--- src/rtl/lfit_pkg.sv ---
`timescale 1ns / 1ps
// ----------------------------------------------------------------------------
// lfit_pkg
// Types, constants and codes shared by the lowest free index table.
// ----------------------------------------------------------------------------
package lfit_pkg;

	// table geometry
	localparam int DEPTH     = 1024;
	localparam int LAST_SLOT = (DEPTH - 1 < 1023) ? DEPTH - 1 : 1023;
	localparam int SLOT_W    = 10;
	localparam int HDL_W     = 32;
	localparam int SLOT_AW   = $clog2(DEPTH);

	// bitmaps are kept as rows of ROW_W bits
	localparam int ROW_W  = 32;
	localparam int BIT_AW = $clog2(ROW_W);
	localparam int ROWS   = DEPTH / ROW_W;
	localparam int ROW_AW = $clog2(ROWS);

	localparam logic [SLOT_W-1:0] RESERVED_TOP_RESET = SLOT_W'(2);

	typedef enum logic [1:0] {
		OP_ADD    = 2'd0,
		OP_REMOVE = 2'd1,
		OP_GET    = 2'd2,
		OP_SET    = 2'd3
	} op_t;

	typedef enum logic [1:0] {
		ST_OK        = 2'd0,
		ST_NOT_FOUND = 2'd1,
		ST_FULL      = 2'd2,
		ST_CONFLICT  = 2'd3
	} status_t;

	typedef enum logic [2:0] {
		S_IDLE,
		S_ASUM,
		S_AROW,
		S_RD,
		S_EVAL,
		S_TSUM,
		S_TROW,
		S_PUSH
	} state_t;

	// request to the shared bit search unit
	typedef struct packed {
		logic [ROW_W-1:0] vec;
		logic             highest;
	} pick_req_t;

	// answer of the shared bit search unit
	typedef struct packed {
		logic              any;
		logic [BIT_AW-1:0] pos;
	} pick_rsp_t;

endpackage

--- src/rtl/lfit_pick.sv ---
`timescale 1ns / 1ps
// ----------------------------------------------------------------------------
// lfit_pick
// Shared bit search unit: position of the lowest or highest set bit of a row.
// ----------------------------------------------------------------------------
module lfit_pick (
	input  lfit_pkg::pick_req_t req,
	output lfit_pkg::pick_rsp_t rsp
);

	logic [lfit_pkg::ROW_W-1:0]  vec_r;
	logic [lfit_pkg::ROW_W-1:0]  low_1h;
	logic [lfit_pkg::BIT_AW-1:0] pos_r;

	// mirror the row for a highest-bit search
	always_comb begin
		for (int j = 0; j < lfit_pkg::ROW_W; j++) begin
			vec_r[j] = req.highest ? req.vec[lfit_pkg::ROW_W-1-j] : req.vec[j];
		end
	end

	// isolate the lowest set bit
	assign low_1h = vec_r & (~vec_r + lfit_pkg::ROW_W'(1));

	// one-hot to binary
	always_comb begin
		pos_r = '0;
		for (int j = 0; j < lfit_pkg::ROW_W; j++) begin
			if (low_1h[j]) begin
				pos_r = pos_r | lfit_pkg::BIT_AW'(j);
			end
		end
	end

	assign rsp.any = |req.vec;
	assign rsp.pos = req.highest ? ~pos_r : pos_r;

endmodule

--- config.mk ---
export PLATFORM = sky130hd
export DESIGN_NAME = lfit_pick
export DESIGN_NICKNAME = d
export VERILOG_FILES = /design/src/rtl/lfit_pkg.sv /design/src/rtl/lfit_pick.sv
export SDC_FILE = /design/constraint.sdc
export NUM_CORES = 1
export LEC_CHECK = 0
export ABC_AREA = 0
export BUFFER_PORTS_ARGS = -buffer_cell sky130_fd_sc_hd__buf_4
export CORE_AREA = 2 2 61 63
export DETAILED_ROUTE_END_ITERATION = 6
export DIE_AREA = 0 0 63 65
export GPL_TIMING_DRIVEN = 0
export PLACE_DENSITY = 0.59
export RECOVER_POWER = 25
export SLEW_MARGIN = 20
export SYNTH_ARGS = -nofsm -noshare
export SYNTH_HDL_FRONTEND = slang
export SYNTH_SLANG_ARGS = --single-unit
--- constraint.sdc ---
create_clock -name vclk -period 2.3
set_clock_uncertainty 0.15 [all_clocks]
set_input_delay 0.23 -clock vclk [all_inputs]
set_output_delay 0.23 -clock vclk [all_outputs]
set_load 0.1 [all_outputs]
==> results of run 1 <==
-- critical path: cells and delay by family --
kind | cells | cell delay [ns]
xor gates and xnor gates | 1 | 0.19
and+or+nand+nor | 2 | 0.41
AOI/OAI and AO/OA | 2 | 0.69
buffers and inverters | 6 | 0.78
-- metal layers --
metal | vias up | GRT usage, % | part of all wire (%)
met5 | - | 0 | 0
met4 | 0 | 5.56 | 2.4
met2 | 79 | 45.1 | 53
met1 | 789 | 29.2 | 40
li1 | 780 | - | -
met3 | 12 | 1.56 | 5.1
-- power by group --
group / internal, mW / total, mW / switching [mW]
combinational: 0.193 / 0.436 / 0.243
sequential: 0 / 0 / 0
clock: 0 / 0 / 0
total: 0.193 / 0.436 / 0.243
-- path summary, 6_finish.rpt --
| check | endpoint | slack (ns) | cells after the start |
|---|---|---|---|
| worst min-delay path | rsp[5] | 0.87 | 4 |
| worst max-delay path | rsp[3] | -0.39 | 11 |
-- kinds of logic after synthesis --
| family | Yosys count |
|---|---|
| simple gates | 80 |
| compound gates | 62 |
| buf+inv | 13 |
| xor+xnor | 5 |
| mux | 4 |
-- final cells by class --
cell class                 count  area, um2  share of cell area (%)
multi-input combinational    151       1480                    65.5
tap                           48       60.1                    2.65
buffer                         5       77.6                    3.43
inverter                       8       30.0                    1.33
timing repair buffer          64        614                    27.1
-- cell usage after synthesis (4+ instances only) --
| library cell | count | area (um2) |
|---|---|---|
| a21oi_1 | 15 | 75.1 |
| inv_1 | 8 | 30.0 |
| mux2i_1 | 4 | 40.0 |
| nand2_1 | 8 | 30.0 |
| nand3b_1 | 4 | 30.0 |
| nor2_1 | 19 | 71.3 |
| nor2b_1 | 7 | 43.8 |
| nor3_1 | 14 | 70.1 |
| nor4b_1 | 4 | 35.0 |
| o21ai_0 | 9 | 45.0 |
| xnor2_1 | 4 | 35.0 |
-- repair_timing --
item,4_1_cts,5_1_grt
hold buffers,0,0
cloned,1,0
setup buffers,18,6
resized for setup,51,30
pin swaps,18,19
setup endpoints to repair,5,5
-- stage by stage --
stage	hold slack (ns)	TNS (ns)	std cells	setup slack [ns]	instance area (um2)
CTS	0.861	-1.06	270	-0.271	2050
global route	0.899	-1.68	276	-0.412	2260
global placement	0.843	-2.47	251	-0.580	1660
finish	0.867	-1.34	276	-0.390	2260
detailed placement	0.841	-2.44	251	-0.583	1660
floorplan	0.833	-0.622	164	-0.184	1310
==> impl_results.md, run 1 <==
- Largest net degree at the start of global routing: 11
- Critical path class: input pin to primary output
- Simple-gate share of the synthesized area: 44.3%
- Max-slew headroom: a little over three fifths
- Synth Instances: 164
- GP Congestion: 0.887
- Count of cell types in the netlist: 56
- Final min period: 2.69 ns
- Worst path arrival time: 2.31 ns
- HP Start: req[5]
- Yosys warns: 0
- Unrepaired setup endpoints after global routing: yes
- Final Worst Setup Slack: -0.390 ns
- Cell area after synthesis: 1150 um2
- Crit Path Max Fanout: 6
- Crit path capture type: primary output
- Post-layout nets: approximately 260
- XOR/XNOR Fraction of Synth Area: 3.80%
- Inserted Diodes: 0
- Die width: around 63 um
- Synthesized net count: 197
- Outcome: finished with violations
- Full die area: 4100 um2
- Final setup fails: 5
- Failing checks: negative setup slack
- Register area: 0 um2
- Main combinational cell family by area after synthesis: simple AND/OR/NAND/NOR gates
- FILL cells: 269
- DR vias/cell: 6.01
- Antenna violations before repair: 0
- Cell mode on critical path: buf_12
- CP Cell Sequence: buf_8, buf_12, buf_8, buf_12, buf_16, or2_1, a211oi_2, nand3b_1, a211o_4, xor2_4, buf_12
- Utilization after layout: 64.8%
- All-Layer GR Usage: roughly a quarter
- Worst Setup SP: req[0]
- Vias in the first global route: 1605
- Hold Path Class: input pin to primary output
- Commonest cells after routing, fill and taps aside: buf_4, nor2_1, buf_12, a21oi_1
- Clock buf count: 0
- Starting Density: 32.9%
- P&R area growth vs syn: 96.7%
- Most common cell after layout, fill and taps aside: buf_4
- Rows: 22
- Max Slew Vio Count: 0
- Tcrit/Tclk final: 117%
- Pin slew with the least headroom to its limit: 0.548 ns
- HPWL after DPL: 3450 um
- Max-cap viol count: 0
- Overflow left after global routing: 0
- Synth Area in Compound Gates: 41.3%
- Final Routed Wirelength: 5090 um
- PortBufs: 39
- DR iter-0 viols: 136
- Leakage Power: approximately 0.86 nW
- Final hold vios: 0
- First-pass DRT Iterations: 4
- Total power: between 400 and 500 uW
- Core Area: approximately 3500 um2
- Max IR drop VDD: about 0.000099 V
- Num ports: 39
- Startpoint types: input pin
- Global-route wire length before repair: 7840 um
- WP data required: 1.92 ns
- Chip Height: 65 um
- Slowest cell on crit path: a211o_4
- Max stage delay on crit path: 0.37 ns
- F_max: 0.372 GHz
- Share of cells above drive strength 1: 55.3%
- Post-route ant nets: 0
- Mean post-synth cell area: 7.02 um2
- Sequential area share after synthesis: 0%
- Total number of vias: 1660
- Drt wl/cell: between 15 and 20 um
- FF+latch count: 0
- Fraction of the mapped netlist area in adder cells: 0%
- Post-synthesis mux area share: around 3.5%
- Power per cell area: 192 nW/um2
- # DRC: 0
(Power assumes the default switching activity.)
==> run 2: changes to the inputs <==
--- a/config.mk
+++ b/config.mk
@@ -11,6 +11,7 @@
 export DETAILED_ROUTE_END_ITERATION = 6
 export DIE_AREA = 0 0 63 65
 export GPL_TIMING_DRIVEN = 0
+export MAX_ROUTING_LAYER = met4
 export PLACE_DENSITY = 0.59
 export RECOVER_POWER = 25
 export SLEW_MARGIN = 20
==> constraint.sdc (replaced) <==
create_clock -name vclk -period 2.3
set_clock_uncertainty 0.15 [all_clocks]
set_input_delay 0.345 -clock vclk [all_inputs]
set_output_delay 0.345 -clock vclk [all_outputs]
set_load 0.1 [all_outputs]
==> run 2 against run 1 <==
Effect of this change:
- combinational power is 5.7% lower
- critical path type unchanged
- die area stayed put
- largest cell class unchanged
- critical path depth unchanged
- wire length shrank 8.6%
- worst hold slack gained 0.35 ns
- clock-buffer cell count unchanged
- the flow still finishes with violations (negative setup slack)
- cell count shrank 4.7%
==> impl_results.md, run 2 (same netlist as run 1, synthesis figures left out) <==
- Core Area: 3500 um2 (unchanged)
- Vias in the first global route: 1544 (-3.8%)
- All-Layer GR Usage: 22.8% (-0.98 points)
- Most common cell after layout, fill and taps aside: buf_4
- Final Worst Setup Slack: -0.448 ns (-0.0575 ns)
- Pin slew with the least headroom to its limit: 0.482 ns (-0.0664 ns)
- Worst path arrival time: 2.25 ns (-0.06 ns)
- Startpoint types: input pin
- Failing checks: negative setup slack
- Die width: 63 um (unchanged)
- Final min period: 2.75 ns (+0.0575 ns)
- Unrepaired setup endpoints after global routing: yes
- Post-layout nets: 250 (-4.9%)
- F_max: 0.364 GHz (-2.1%)
- Num ports: 39 (unchanged)
- Commonest cells after routing, fill and taps aside: buf_4, nor2_1, a21oi_1, buf_12, inv_1
- FF+latch count: 0 (unchanged)
- Worst hold stages: 4 (unchanged)
- Clock buf count: 0 (unchanged)
- Largest net degree at the start of global routing: 11 (unchanged)
- Crit path capture type: primary output
- Max-cap viol count: 0 (unchanged)
- Final setup fails: 5 (unchanged)
- Sequential Power Share: 0% (unchanged)
- Power per cell area: 196 nW/um2 (+1.8%)
- Crit Path Max Fanout: 5 (-1)
- Global-route wire length before repair: 7440 um (-5.1%)
- Met3 wire len: 327 um (+25%)
- Total number of vias: 1628 (-1.9%)
- Switching power: 228 uW (-5.9%)
- Tcrit/Tclk final: 119% (+2.5 points)
- Full die area: 4100 um2 (unchanged)
- Clock power share: 0% (unchanged)
- Max IR drop VDD: 0.0000913 V (-7.8%)
- Share of cells above drive strength 1: 50.2% (-5.0 points)
- Final hold vios: 0 (unchanged)
- First-pass DRT Iterations: 4 (unchanged)
- Total power: 411 uW (-5.8%)
- Leakage Power: 0.805 nW (-6.3%)
- Chip Height: 65 um (unchanged)
- PortBufs: 39 (unchanged)
- Met2 Routed Length: 2360 um (-12%)
- Overflow left after global routing: 0 (unchanged)
- FILL cells: 324 (+20%)
- Post-route setup TNS: -2.02 ns (-0.675 ns)
- DR iter-0 viols: 112 (-18%)
- Inserted Diodes: 0 (unchanged)
- Final Routed Wirelength: 4650 um (-8.6%)
- Combinational power share: 100.0% (about the same)
- P&R area growth vs syn: 82.1%
- Sw frac: 55.6% (about the same)
- Antenna violations before repair: 0 (unchanged)
- Hold Path Class: input pin to primary output
- Register area: 0 um2 (unchanged)
- Post-route ant nets: 0 (unchanged)
- Starting Density: 32.9% (unchanged)
- Critical path class: input pin to primary output
- # DRC: 0 (unchanged)
- Max-slew headroom: 68.1% (+5.2 points)
- WL met1: 1870 um (-7.9%)
- HPWL after DPL: 3410 um (-1.3%)
- Max Used Layer: met4
- Rows: 22 (unchanged)
- Drt wl/cell: 17.7 um (-4.1%)
- Final std cells w/o fill: 263 (-4.7%)
- Int Power: 182 uW (-5.7%)
- WP data required: 1.80 ns (-0.12 ns)
- DR vias/cell: 6.19 (+2.9%)
- Max Slew Vio Count: 0 (unchanged)
- Outcome: finished with violations
- GP Congestion: 0.920 (+3.8%)
- Placed cell count: 251 (unchanged)
run 2: worst paths after layout:
kind	endpoint	startpoint	slack, ns
setup / recovery	rsp[3]	req[0]	-0.45
hold / removal	rsp[5]	req[5]	1.22
run 2: final cells by class:
type	instances	area [um2]	area share (%)
plain buffers	5	81.3	3.88
inverters	8	30.0	1.43
multi-input cells	151	1400	66.8
well taps	48	60.1	2.87
repair buffers	51	524	25.0
run 2: worst max-delay path, cell delays in order:
cell and delay, ns:
buf_8 0.10, buf_12 0.12, buf_8 0.14, buf_16 0.13, a31oi_4 0.18, o21ai_2 0.10, o31ai_2 0.24, nand3b_1 0.12
a211o_1 0.37, xor2_4 0.20, buf_12 0.19
run 2: routing by layer:
layer | up-vias | track usage [%]
met1 | 762 | 27.9
li1 | 756 | -
met5 | - | -
met4 | 0 | 4.17
met2 | 94 | 41.6
met3 | 16 | 1.56
run 2: timing repair:
item / in CTS / in global routing
pin swaps: 28 / 9
setup endpoints to repair: 5 / 5
cloned: 2 / 0
gates resized for setup: 44 / 8
hold buffers: 0 / 0
buffers inserted: 8 / 2
run 2: power by group through the flow:
stage          Combinational [mW]  Sequential, mW  Clock, mW
2_1_floorplan               0.199               0          0
3_3_place_gp                0.320               0          0
3_5_place_dp                0.323               0          0
4_1_cts                     0.399               0          0
5_1_grt                     0.429               0          0
6_report                    0.411               0          0
run 2: per-stage QoR:
stage	hold WS (ns)	utilization [%]	setup WS (ns)	instance area, um2
4_1_cts	1.09	58.4	-0.426	2040
3_3_place_gp	1.06	48.6	-0.813	1700
3_5_place_dp	1.08	48.6	-0.796	1700
2_1_floorplan	1.06	-	-0.414	1350
6_report	1.22	59.9	-0.448	2100
5_1_grt	1.24	59.9	-0.505	2100
